--- config.mk ---
export PLATFORM = sky130hd
export DESIGN_NAME = http_request_line_check_unit
export DESIGN_NICKNAME = d
export VERILOG_FILES = /design/src/rtl/hrlc_pkg.sv /design/src/rtl/hrlc_parse.sv /design/src/rtl/http_request_line_check_unit.sv
export VERILOG_INCLUDE_DIRS = /design/src /design/src/rtl
export SDC_FILE = /design/constraint.sdc
export NUM_CORES = 1
export LEC_CHECK = 0
export BUFFER_PORTS_ARGS = -buffer_cell sky130_fd_sc_hd__buf_4
export CAP_MARGIN = 20
export CORE_MARGIN = 3
export CORE_UTILIZATION = 60
export CTS_BUF_LIST = sky130_fd_sc_hd__clkbuf_4
export CTS_CLUSTER_SIZE = 14
export DETAILED_ROUTE_END_ITERATION = 7
export GPL_TIMING_DRIVEN = 1
export PLACE_DENSITY = 0.91
export SKIP_LAST_GASP = 1
export SLEW_MARGIN = 10
export SYNTH_ARGS = -nofsm -noshare
export SYNTH_HDL_FRONTEND = slang
export SYNTH_SLANG_ARGS = --single-unit
--- constraint.sdc ---
create_clock -name clk -period 3.62 [get_ports clk]
set_clock_uncertainty 0.05 [all_clocks]
set_input_delay 0.362 -clock clk [delete_from_list [all_inputs] [get_ports clk]]
set_output_delay 0.362 -clock clk [all_outputs]
set_load 0.1 [all_outputs]
--- src/rtl/http_request_line_check_unit_assert.svh ---
// Assertion macros for the request line check RTL.
`ifndef HTTP_REQUEST_LINE_CHECK_UNIT_ASSERT_SVH
`define HTTP_REQUEST_LINE_CHECK_UNIT_ASSERT_SVH

// Check a property on every rising edge of clk, muted while rst is high.
`define HRLC_ASSERT(label, prop, msg) \
  label: assert property (@(posedge clk) disable iff (rst) (prop)) else $error(msg);

// Check a property on every rising edge of clk, reset included.
`define HRLC_ASSERT_ALWAYS(label, prop, msg) \
  label: assert property (@(posedge clk) (prop)) else $error(msg);

`endif

--- src/rtl/hrlc_pkg.sv ---
package hrlc_pkg;

  localparam int unsigned LEN_FIELD_W = 12;
  localparam logic [2:0] PREFIX_LEN = 3'd5;

  localparam logic [7:0] CH_SPACE = 8'h20;
  localparam logic [7:0] CH_DOT   = 8'h2E;
  localparam logic [7:0] CH_ZERO  = 8'h30;
  localparam logic [7:0] CH_NINE  = 8'h39;
  localparam logic [7:0] CH_NUL   = 8'h00;

  localparam logic [2:0] STS_OK         = 3'd0;
  localparam logic [2:0] STS_NO_PATH    = 3'd1;
  localparam logic [2:0] STS_NO_VERSION = 3'd2;
  localparam logic [2:0] STS_BAD_PREFIX = 3'd3;
  localparam logic [2:0] STS_NO_DOT     = 3'd4;
  localparam logic [2:0] STS_BAD_MAJOR  = 3'd5;
  localparam logic [2:0] STS_BAD_MINOR  = 3'd6;

  typedef enum logic [5:0] {
    PH_VERB   = 6'b000001,
    PH_PATH   = 6'b000010,
    PH_PREFIX = 6'b000100,
    PH_DOT    = 6'b001000,
    PH_MINOR  = 6'b010000,
    PH_DONE   = 6'b100000
  } phase_t;

  typedef struct packed {
    logic [7:0] line_byte;
    logic       line_end;
  } req_t;

  typedef struct packed {
    logic [2:0]             status_code;
    logic [3:0]             major_version;
    logic [3:0]             minor_version;
    logic [LEN_FIELD_W-1:0] verb_length;
    logic [LEN_FIELD_W-1:0] path_length;
  } res_t;

  typedef struct packed {
    phase_t     phase;
    logic [2:0] prefix_pos;
    logic [7:0] prev_byte;
    logic [3:0] major;
    logic [3:0] minor;
    logic [2:0] status;
    logic       ended;
  } state_t;

  localparam state_t ST_RESET = '{
    phase:      PH_VERB,
    prefix_pos: 3'd0,
    prev_byte:  8'h00,
    major:      4'd0,
    minor:      4'd0,
    status:     STS_OK,
    ended:      1'b0
  };

  function automatic logic is_digit(input logic [7:0] b);
    return (b >= CH_ZERO) && (b <= CH_NINE);
  endfunction

  function automatic logic [7:0] prefix_char(input logic [2:0] pos);
    logic [7:0] c;
    unique case (pos)
      3'd0:    c = 8'h48;  // H
      3'd1:    c = 8'h54;  // T
      3'd2:    c = 8'h54;  // T
      3'd3:    c = 8'h50;  // P
      3'd4:    c = 8'h2F;  // /
      default: c = 8'h00;
    endcase
    return c;
  endfunction

endpackage

--- src/rtl/hrlc_parse.sv ---
module hrlc_parse #(
  parameter int unsigned LENGTH_WIDTH = 12
) (
  input  hrlc_pkg::state_t         st,
  input  logic [LENGTH_WIDTH-1:0]  verb_cnt,
  input  logic [LENGTH_WIDTH-1:0]  path_cnt,
  input  logic [7:0]               line_byte,
  input  logic                     line_end,
  output hrlc_pkg::state_t         st_next,
  output logic [LENGTH_WIDTH-1:0]  verb_next,
  output logic [LENGTH_WIDTH-1:0]  path_next,
  output hrlc_pkg::res_t           res_next
);
  import hrlc_pkg::*;

  localparam logic [LENGTH_WIDTH-1:0] LEN_MAX = '1;

  logic [2:0]              status;
  state_t                  st_upd;
  logic [LENGTH_WIDTH-1:0] verb_upd;
  logic [LENGTH_WIDTH-1:0] path_upd;

  always_comb begin
    st_upd   = st;
    verb_upd = verb_cnt;
    path_upd = path_cnt;
    if (!st.ended) begin
      if (line_byte == CH_NUL) begin
        st_upd.ended = 1'b1;
      end else begin
        unique case (st.phase)
          PH_VERB: begin
            if (line_byte == CH_SPACE) begin
              st_upd.phase = PH_PATH;
            end else if (verb_cnt != LEN_MAX) begin
              verb_upd = verb_cnt + 1'b1;
            end
          end
          PH_PATH: begin
            if (line_byte == CH_SPACE) begin
              st_upd.phase      = PH_PREFIX;
              st_upd.prefix_pos = 3'd0;
            end else if (path_cnt != LEN_MAX) begin
              path_upd = path_cnt + 1'b1;
            end
          end
          PH_PREFIX: begin
            if ((st.prefix_pos >= PREFIX_LEN) || (line_byte != prefix_char(st.prefix_pos))) begin
              st_upd.status = STS_BAD_PREFIX;
              st_upd.phase  = PH_DONE;
            end else begin
              st_upd.prefix_pos = st.prefix_pos + 3'd1;
              if (st.prefix_pos == PREFIX_LEN - 3'd1) begin
                st_upd.phase = PH_DOT;
              end
            end
          end
          PH_DOT: begin
            if (line_byte == CH_DOT) begin
              if (!is_digit(st.prev_byte)) begin
                st_upd.status = STS_BAD_MAJOR;
                st_upd.phase  = PH_DONE;
              end else begin
                st_upd.major = 4'(st.prev_byte - CH_ZERO);
                st_upd.phase = PH_MINOR;
              end
            end
          end
          PH_MINOR: begin
            st_upd.phase = PH_DONE;
            if (is_digit(line_byte)) begin
              st_upd.minor  = 4'(line_byte - CH_ZERO);
              st_upd.status = STS_OK;
            end else begin
              st_upd.status = STS_BAD_MINOR;
            end
          end
          PH_DONE: begin
          end
          default: begin
          end
        endcase
        st_upd.prev_byte = line_byte;
      end
    end
  end

  // Early end of line: the phase reached names the error.
  always_comb begin
    unique case (st_upd.phase)
      PH_VERB:   status = STS_NO_PATH;
      PH_PATH:   status = STS_NO_VERSION;
      PH_PREFIX: status = STS_BAD_PREFIX;
      PH_DOT:    status = STS_NO_DOT;
      PH_MINOR:  status = STS_BAD_MINOR;
      default:   status = st_upd.status;
    endcase
  end

  always_comb begin
    res_next.status_code   = status;
    res_next.major_version = (status == STS_OK) ? st_upd.major : 4'd0;
    res_next.minor_version = (status == STS_OK) ? st_upd.minor : 4'd0;
    res_next.verb_length   = LEN_FIELD_W'(verb_upd);
    res_next.path_length   = LEN_FIELD_W'(path_upd);
  end

  // Clear everything once a line has produced its result.
  always_comb begin
    if (line_end) begin
      st_next   = ST_RESET;
      verb_next = '0;
      path_next = '0;
    end else begin
      st_next   = st_upd;
      verb_next = verb_upd;
      path_next = path_upd;
    end
  end

endmodule

--- src/rtl/http_request_line_check_unit.sv ---
// The line_end beat passes the input register and then the result register, which
// raises res_valid; while res_stall holds, the beat waits in the input register.
// Throughput: one byte beat per cycle; the input register, the byte-wise parse and
// the result register each take one beat per cycle, stalled only by res_stall.
// Reset: synchronous rst clears both valid flags, the parse state and the length
// counters; the first beat after reset starts a new request line.
module http_request_line_check_unit #(
  parameter int unsigned LENGTH_WIDTH = 12
) (
  input  logic            clk,
  input  logic            rst,
  input  logic            req_valid,
  output logic            req_stall,
  input  hrlc_pkg::req_t  req,
  output logic            res_valid,
  input  logic            res_stall,
  output hrlc_pkg::res_t  res
);
  import hrlc_pkg::*;

  `include "http_request_line_check_unit_assert.svh"

  logic                    a_valid;
  logic [7:0]              a_byte;
  logic                    a_end;
  logic                    b_adv;
  logic                    consume;

  state_t                  st;
  state_t                  st_next;
  logic [LENGTH_WIDTH-1:0] verb_cnt;
  logic [LENGTH_WIDTH-1:0] verb_next;
  logic [LENGTH_WIDTH-1:0] path_cnt;
  logic [LENGTH_WIDTH-1:0] path_next;
  res_t                    res_next;

  assign b_adv     = !res_valid || !res_stall;
  assign req_stall = a_valid && !b_adv;
  assign consume   = a_valid && b_adv;

  // Input register: hold the beat while the result side is stalled.
  always_ff @(posedge clk) begin
    if (rst) begin
      a_valid <= 1'b0;
    end else if (!req_stall) begin
      a_valid <= req_valid;
    end
  end

  always_ff @(posedge clk) begin
    if (!req_stall) begin
      a_byte <= req.line_byte;
      a_end  <= req.line_end;
    end
  end

  hrlc_parse #(
    .LENGTH_WIDTH(LENGTH_WIDTH)
  ) u_parse (
    .st        (st),
    .verb_cnt  (verb_cnt),
    .path_cnt  (path_cnt),
    .line_byte (a_byte),
    .line_end  (a_end),
    .st_next   (st_next),
    .verb_next (verb_next),
    .path_next (path_next),
    .res_next  (res_next)
  );

  always_ff @(posedge clk) begin
    if (rst) begin
      st       <= ST_RESET;
      verb_cnt <= '0;
      path_cnt <= '0;
    end else if (consume) begin
      st       <= st_next;
      verb_cnt <= verb_next;
      path_cnt <= path_next;
    end
  end

  always_ff @(posedge clk) begin
    if (rst) begin
      res_valid <= 1'b0;
    end else if (b_adv) begin
      res_valid <= a_valid && a_end;
    end
  end

  always_ff @(posedge clk) begin
    if (consume && a_end) begin
      res <= res_next;
    end
  end

  `HRLC_ASSERT(a_end_gives_result, consume && a_end |=> res_valid,
               "line end beat produced no result")
  `HRLC_ASSERT(line_end_clears_state,
               consume && a_end |=> st.phase == PH_VERB && verb_cnt == '0 &&
               path_cnt == '0 && !st.ended,
               "parse state not cleared after line end")
  `HRLC_ASSERT_ALWAYS(ok_digits_in_range,
                      res_valid && res.status_code == STS_OK |->
                      res.major_version <= 4'd9 && res.minor_version <= 4'd9,
                      "version digit out of range")
  `HRLC_ASSERT_ALWAYS(err_versions_zero,
                      res_valid && res.status_code != STS_OK |->
                      res.major_version == 4'd0 && res.minor_version == 4'd0,
                      "version fields set on error status")

endmodule
# Word-level counts from Yosys, hierarchy flattened
# Index checks and enable logic that the tools add are counted.
[totals]
reg_bits = 99
input_bits = 13
out_inout_bits = 37
elab_cells = 109
[classes]
add_sub_neg = 5
magnitude_cmp = 5
eq_ne = 23
n_mux = 40
n_reduce_logical = 18
[op_table]
columns = ["op", "n"]
rows = [
  ["12-bit 2-to-1 mux", 12],
  ["29-bit 2-to-1 mux", 2],
  ["6-bit 2-to-1 mux", 5],
  ["6-bit case mux with 5 select lines", 1],
  ["28-bit 2-to-1 mux", 1],
  ["7-bit case mux with 4 select lines", 1],
  ["12-bit by 1-bit adder with 12-bit output, second input constant", 2],
  ["8-bit 2-to-1 mux", 3],
  ["12-bit inequality test, second input constant", 2],
  ["4-bit 2-to-1 mux", 5],
  ["8-bit by 6-bit == test with 1-bit output, second input constant", 2],
  ["8-bit by 6-bit greater-or-equal comparator with 1-bit output, second input constant", 2],
  ["8-bit by 6-bit <= comparator with 1-bit output, second input constant", 2],
  ["3-bit 2-to-1 mux", 5],
  ["3-bit case mux with 5 select lines", 1],
  ["6-bit by 1-bit == test with 1-bit output, second input constant", 2],
  ["6-bit by 2-bit == test with 1-bit output, second input constant", 2],
  ["6-bit by 3-bit == test with 1-bit output, second input constant", 2],
  ["6-bit by 4-bit == test with 1-bit output, second input constant", 2],
  ["6-bit by 5-bit == test with 1-bit output, second input constant", 2],
  ["9-bit 2-to-1 mux", 1],
  ["3-bit case mux with 3 select lines", 1],
  ["8-bit logical NOT", 1],
  ["8-bit inequality test", 1],
  ["other kinds (19)", 31],
]

# Longest topological paths before layout
[depth]
ltp_word = 15
mapped_depth = 12
depth_no_buf = 11

# Modules after synthesis
# From an unflattened synthesis, not the netlist that was laid out.
[hier_totals]
hier_cells = 624
hier_area_um2 = 5952.0
[modules_own_cells]
columns = ["mod", "instances", "cells_per_inst", "area_each_um2", "seq_area_each_um2"]
rows = [
  ["http_request_line_check_unit", 1, 285, 3833.7, 2422.3],
  ["hrlc_parse", 1, 339, 2118.3, 0.0],
]

# Worst setup path after synthesis
# Ideal clock, no wire load.
[synth_path]
path_type = "register to register"
start = "register, netlist name st[20]"
end = "register res[24] in the netlist's numbering, data pin"
setup_time_ps = 270
t_arrival_ps = 2915
t_required_ps = 3300
setup_slack_ps = 385
path_stages_with_launch = 12
path_buffers = 0
synth_period_minus_slack_ps = 3235
cell_sequence = "dfxtp_1 -> inv_1 -> ha_1 -> or3_1 -> a2111oi_2 -> o211ai_2 -> or4b_4 -> a21o_1 -> o21ai_2 -> a21oi_1 -> o31ai_4 -> nor3_1"
[synth_lines]
columns = ["element", "line", "rtl"]
rows = [
  ["to (signal assigned)", "http_request_line_check_unit.sv:93", "res <= res_next;"],
  ["to (decl)", "http_request_line_check_unit.sv:17", "output hrlc_pkg::res_t res"],
]

# Final worst setup path
[layout_path]
start = "register, netlist name st[20]"
end = "register res[26] in the netlist's numbering, data pin"
[layout_between]
elab_chain_len = 15
elab_cells_between_ends = 27
classes_between = "order compare: 1; eq/ne: 10; mux: 12; reduce/logical: 4"
[layout_rtl]
columns = ["element", "line", "rtl"]
rows = [
  ["3-bit by 1-bit == test with 1-bit output or 3-bit by 2-bit == test with 1-bit output (tied branches)", "hrlc_pkg.sv:68", "unique case (pos)"],
  ["2-bit OR reduction (no line)", "n/a", ""],
  ["7-bit case mux with 4 select lines", "hrlc_pkg.sv:68", ""],
  ["8-bit 2-to-1 mux", "hrlc_parse.sv:31", "unique case (st.phase)"],
  ["8-bit 2-to-1 mux", "hrlc_parse.sv:28", "if (line_byte == CH_NUL) begin"],
  ["8-bit 2-to-1 mux", "hrlc_parse.sv:27", "if (!st.ended) begin"],
  ["8-bit inequality test", "hrlc_parse.sv:48", "if ((st.prefix_pos >= PREFIX_LEN) || (line_byte != prefix_char(st.prefix_pos))) begin"],
  ["1-bit logical OR", "hrlc_parse.sv:48", ""],
  ["6-bit 2-to-1 mux", "hrlc_parse.sv:48", ""],
  ["6-bit case mux with 5 select lines", "hrlc_parse.sv:31", ""],
  ["28-bit 2-to-1 mux *", "hrlc_parse.sv:28", ""],
  ["29-bit 2-to-1 mux *", "hrlc_parse.sv:27", ""],
  ["6-bit by 5-bit == test with 1-bit output (tied with other cells)", "hrlc_parse.sv:90", "unique case (st_upd.phase)"],
  ["3-bit case mux with 5 select lines *", "hrlc_parse.sv:90", ""],
  ["3-bit logical NOT *", "hrlc_parse.sv:103", "res_next.minor_version = (status == STS_OK) ? st_upd.minor : 4'd0;"],
]
# Mark *: on every way between the ends. The rest lies on a longest branch, timed or not. The select of a mux whose other input is x is not followed.
# A chain may end at the register's enable or synchronous reset.

==> results.sh <==
export IMPL_outcome="completed"
export IMPL_r2r_slack_ns=0.17
export IMPL_crit_fanout=9
export IMPL_syn_to_final_growth_pct=14.3
export IMPL_crit_arrival_ns=3.71
export IMPL_drt_initial_drc_count=447
export IMPL_first_pass_iters=5
export IMPL_wl_per_cell_um=17.0
export IMPL_die_area_um2=9530
export IMPL_power_internal_uw=1530
export IMPL_synthMuxAreaShare_pct=2.43
export IMPL_tightest_slew_ns=0.735
export IMPL_netlist_area_um2=5040
export IMPL_cp_end_kind="flop"
export IMPL_synth_avg_cell_area_um2=9.72
export IMPL_grtUsageTotal_pct=24.1
export IMPL_drive_gt1_share_pct=20.1
export IMPL_die_h_um=97.6
export IMPL_placed_cells=650
export IMPL_vias_per_cell=6.34
export IMPL_p_per_area_nw_per_um2=357
export IMPL_hold_path_class="in2reg"
export IMPL_num_rows=32
export IMPL_via_count=4278
export IMPL_cap_viol_max_count=0
export IMPL_crit_type="reg2reg"
export IMPL_synthXorXnorAreaFrac_pct=3.48
export IMPL_fmax_ghz=0.289
export IMPL_switching_share_pct=25.3
export IMPL_ys_types=74
export IMPL_synthAdderAreaFrac_pct=1.99
export IMPL_layout_cells_non_filler=675
export IMPL_core_area_um2=7930
export IMPL_combPwrFrac_pct=9.6
export IMPL_clock_power_share_pct=31.9
export IMPL_fin_nets=589
export IMPL_antenna_cells=0
export IMPL_design_area_um2=5760
export IMPL_fill_cells=594
export IMPL_cts_root_buffer="clkbuf_4"
export IMPL_synth_compound_area_share_pct=20.2
export IMPL_place_hpwl_um=7770
export IMPL_hold_path_depth=1
export IMPL_setup_worst_path_start_class="flop"
export IMPL_grt_overflow=0
export IMPL_finalCritPeriodShare_pct=95.4
export IMPL_drv_slew=0
export IMPL_ys_seq_elements=99
export IMPL_cts_tree="yes"
export IMPL_hold_path_end="a_end$_DFFE_PN_"
export IMPL_place_port_buffers=49
export IMPL_ant_nets=0
export IMPL_setup_viol=0
export IMPL_drc=0
export IMPL_grt_max_degree=49
export IMPL_rsz0062_at_grt="no"
export IMPL_grt_pass1_vias=3855
export IMPL_hold_viol_final=0
export IMPL_vdd_ir_drop_worst_mv=0.295
export IMPL_syn_num_nets=539
export IMPL_cts_buffers=9
export IMPL_synth_edf_count=44
export IMPL_synth_top_flop_cell="dfxtp_1"
export IMPL_fin_setup_tns_ns=0
export IMPL_gp_congestion=0.972
export IMPL_postPlaceCellArea_um2=5460
export IMPL_synthSimpleGateAreaFrac_pct=19.9
export IMPL_path_clk_slew_ns=0.14
export IMPL_htree_levels=3
export IMPL_synthCells=518
export IMPL_layout_common_cells="61 x buf_4, 60 x nor2_1, 52 x dfxtp_1"
export IMPL_power_switching_uw=519
export IMPL_async_flop_share_pct=0
export IMPL_yosysSeqAreaShare_pct=48.1
export IMPL_fin_crit_ns=3.45
export IMPL_grt_pass1_wl_um=18900
export IMPL_antenna_found_initial=0
export IMPL_hold_start="req[0]"
export IMPL_synth_top_family_by_area="compound AO/OA/AOI/OAI gates"
export IMPL_p_leak_uw=0.00219
export IMPL_clock_latency_ns=0.46
export IMPL_required_ns=3.88
export IMPL_rr_endpoint="res[26]$_SDFFCE_PP0P_"
export IMPL_wirelength_um=11500
export IMPL_layout_commonest_cell="buf_4"
export IMPL_holdWs_ns=0.0315
export IMPL_clk_path_buf_depth=2
export IMPL_r2r_start="st[20]$_SDFFE_PP0P_"
export IMPL_sequentialPowerShare_pct=58.5
export IMPL_io_pins=50
export IMPL_cts_sinks=99
export IMPL_initial_core_util_pct=63.5
export IMPL_yosys_warnings=0
export IMPL_reg2reg_depth=11
export IMPL_dieWidth_um=97.6
export IMPL_slew_headroom_pct=51.0
-- repair_timing --
action,4_1_cts,5_1_grt
hold endpoints to repair,7,0
hold buffers,7,0
buffers inserted,0,2
setup endpoints to repair,0,11
resized for setup,0,12
-- layer usage --
layer / GRT usage [%] / vias to the layer above / routed length [um]
met5: 0 / - / 0
met2: 37.7 / 160 / 5310
met3: 4.02 / 28 / 716
met1: 32.9 / 2046 / 5160
met4: 10.6 / 0 / 302
li1: - / 2044 / -
-- metrics by stage --
step	total power [uW]	util [%]	setup slack, ns
finish	2050	72.6	0.165
detailed placement	1410	68.9	0.0921
global route	2120	72.6	0.0127
CTS	2060	71.8	0.0351
global placement	1400	68.9	0.231
floorplan	1360	-	0.385
-- Yosys cell counts, types with 3 or more instances --
| cell type | n | area (um^2) |
|---|---|---|
| a21o_1 | 4 | 30.0 |
| a21oi_1 | 28 | 140 |
| a22o_1 | 7 | 61.3 |
| a22oi_1 | 26 | 195 |
| a31oi_1 | 5 | 31.3 |
| a32oi_1 | 4 | 35.0 |
| and3_1 | 4 | 25.0 |
| and4_1 | 4 | 35.0 |
| clkbuf_1 | 21 | 78.8 |
| dfxtp_1 | 55 | 1100 |
| edfxtp_1 | 44 | 1320 |
| ha_1 | 8 | 100 |
| inv_1 | 11 | 41.3 |
| mux2i_1 | 10 | 100 |
| nand2_1 | 33 | 124 |
| nand2b_1 | 3 | 18.8 |
| nand3_1 | 13 | 65.1 |
| nand4_1 | 10 | 62.6 |
| nor2_1 | 60 | 225 |
| nor2b_1 | 5 | 31.3 |
| nor3_1 | 24 | 120 |
| nor4_1 | 4 | 25.0 |
| o211ai_1 | 5 | 37.5 |
| o21a_1 | 4 | 30.0 |
| o21ai_0 | 26 | 130 |
| o21ai_2 | 3 | 26.3 |
| or3_1 | 18 | 113 |
| xnor2_1 | 10 | 87.6 |
| xor2_1 | 10 | 87.6 |
-- state kept, by name (all words and copies together), names as in the netlist --
signal and flops:
a_byte 8, res_valid 1, verb_cnt 12, st 29, a_valid 1, a_end 1
res 35, path_cnt 12
-- power by group through the flow --
stage / combinational, uW / clock (uW) / sequential [uW]
finish: 197 / 655 / 1200
detailed placement: 182 / 0 / 1230
global route: 210 / 709 / 1200
CTS: 189 / 668 / 1200
global placement: 179 / 0 / 1230
floorplan: 108 / 0 / 1250
-- kinds of logic after synthesis --
logic type	count (synthesis)
xor+xnor	20
simple gates	196
mux	12
flops	99
compound gates	142
fa+ha+maj	8
buf+inv	41
-- cell type report --
type | count | area, um^2 | share of cell area [%]
Clock inverter | 6 | 88.8 | 1.54
Timing Repair Buffer | 69 | 539 | 9.37
Tap cell | 102 | 128 | 2.22
Inverter | 11 | 41.3 | 0.717
Clock buffer | 10 | 75.1 | 1.30
Sequential cell | 99 | 2430 | 42.2
Multi-Input combinational cell | 378 | 2460 | 42.7
-- worst max-delay path: stages (launching register included) --
cell,delay [ns]
dfxtp_4,0.40
inv_1,0.08
ha_2,0.23
or3_1,0.36
a2111oi_2,0.39
o211ai_2,0.19
or4b_4,0.60
a21o_1,0.24
o21ai_2,0.12
a21oi_4,0.11
or3_1,0.38
nor3_1,0.15
-- worst max-delay path by stage --
| stage | startpoint | to | cells after the start |
|---|---|---|---|
| 2_1_floorplan | st[20]$_SDFFE_PP0P_ | res[24]$_SDFFCE_PP0P_ | 11 |
| 3_3_place_gp | st[20]$_SDFFE_PP0P_ | res[29]$_SDFFCE_PP0P_ | 11 |
| 3_5_place_dp | st[20]$_SDFFE_PP0P_ | res[26]$_SDFFCE_PP0P_ | 11 |
| 4_1_cts | st[20]$_SDFFE_PP0P_ | res[26]$_SDFFCE_PP0P_ | 10 |
| 5_1_grt | st[20]$_SDFFE_PP0P_ | res[27]$_SDFFCE_PP0P_ | 11 |
| 6_report | st[20]$_SDFFE_PP0P_ | res[26]$_SDFFCE_PP0P_ | 11 |
No activity file was read; power rests on OpenSTA's default activity.
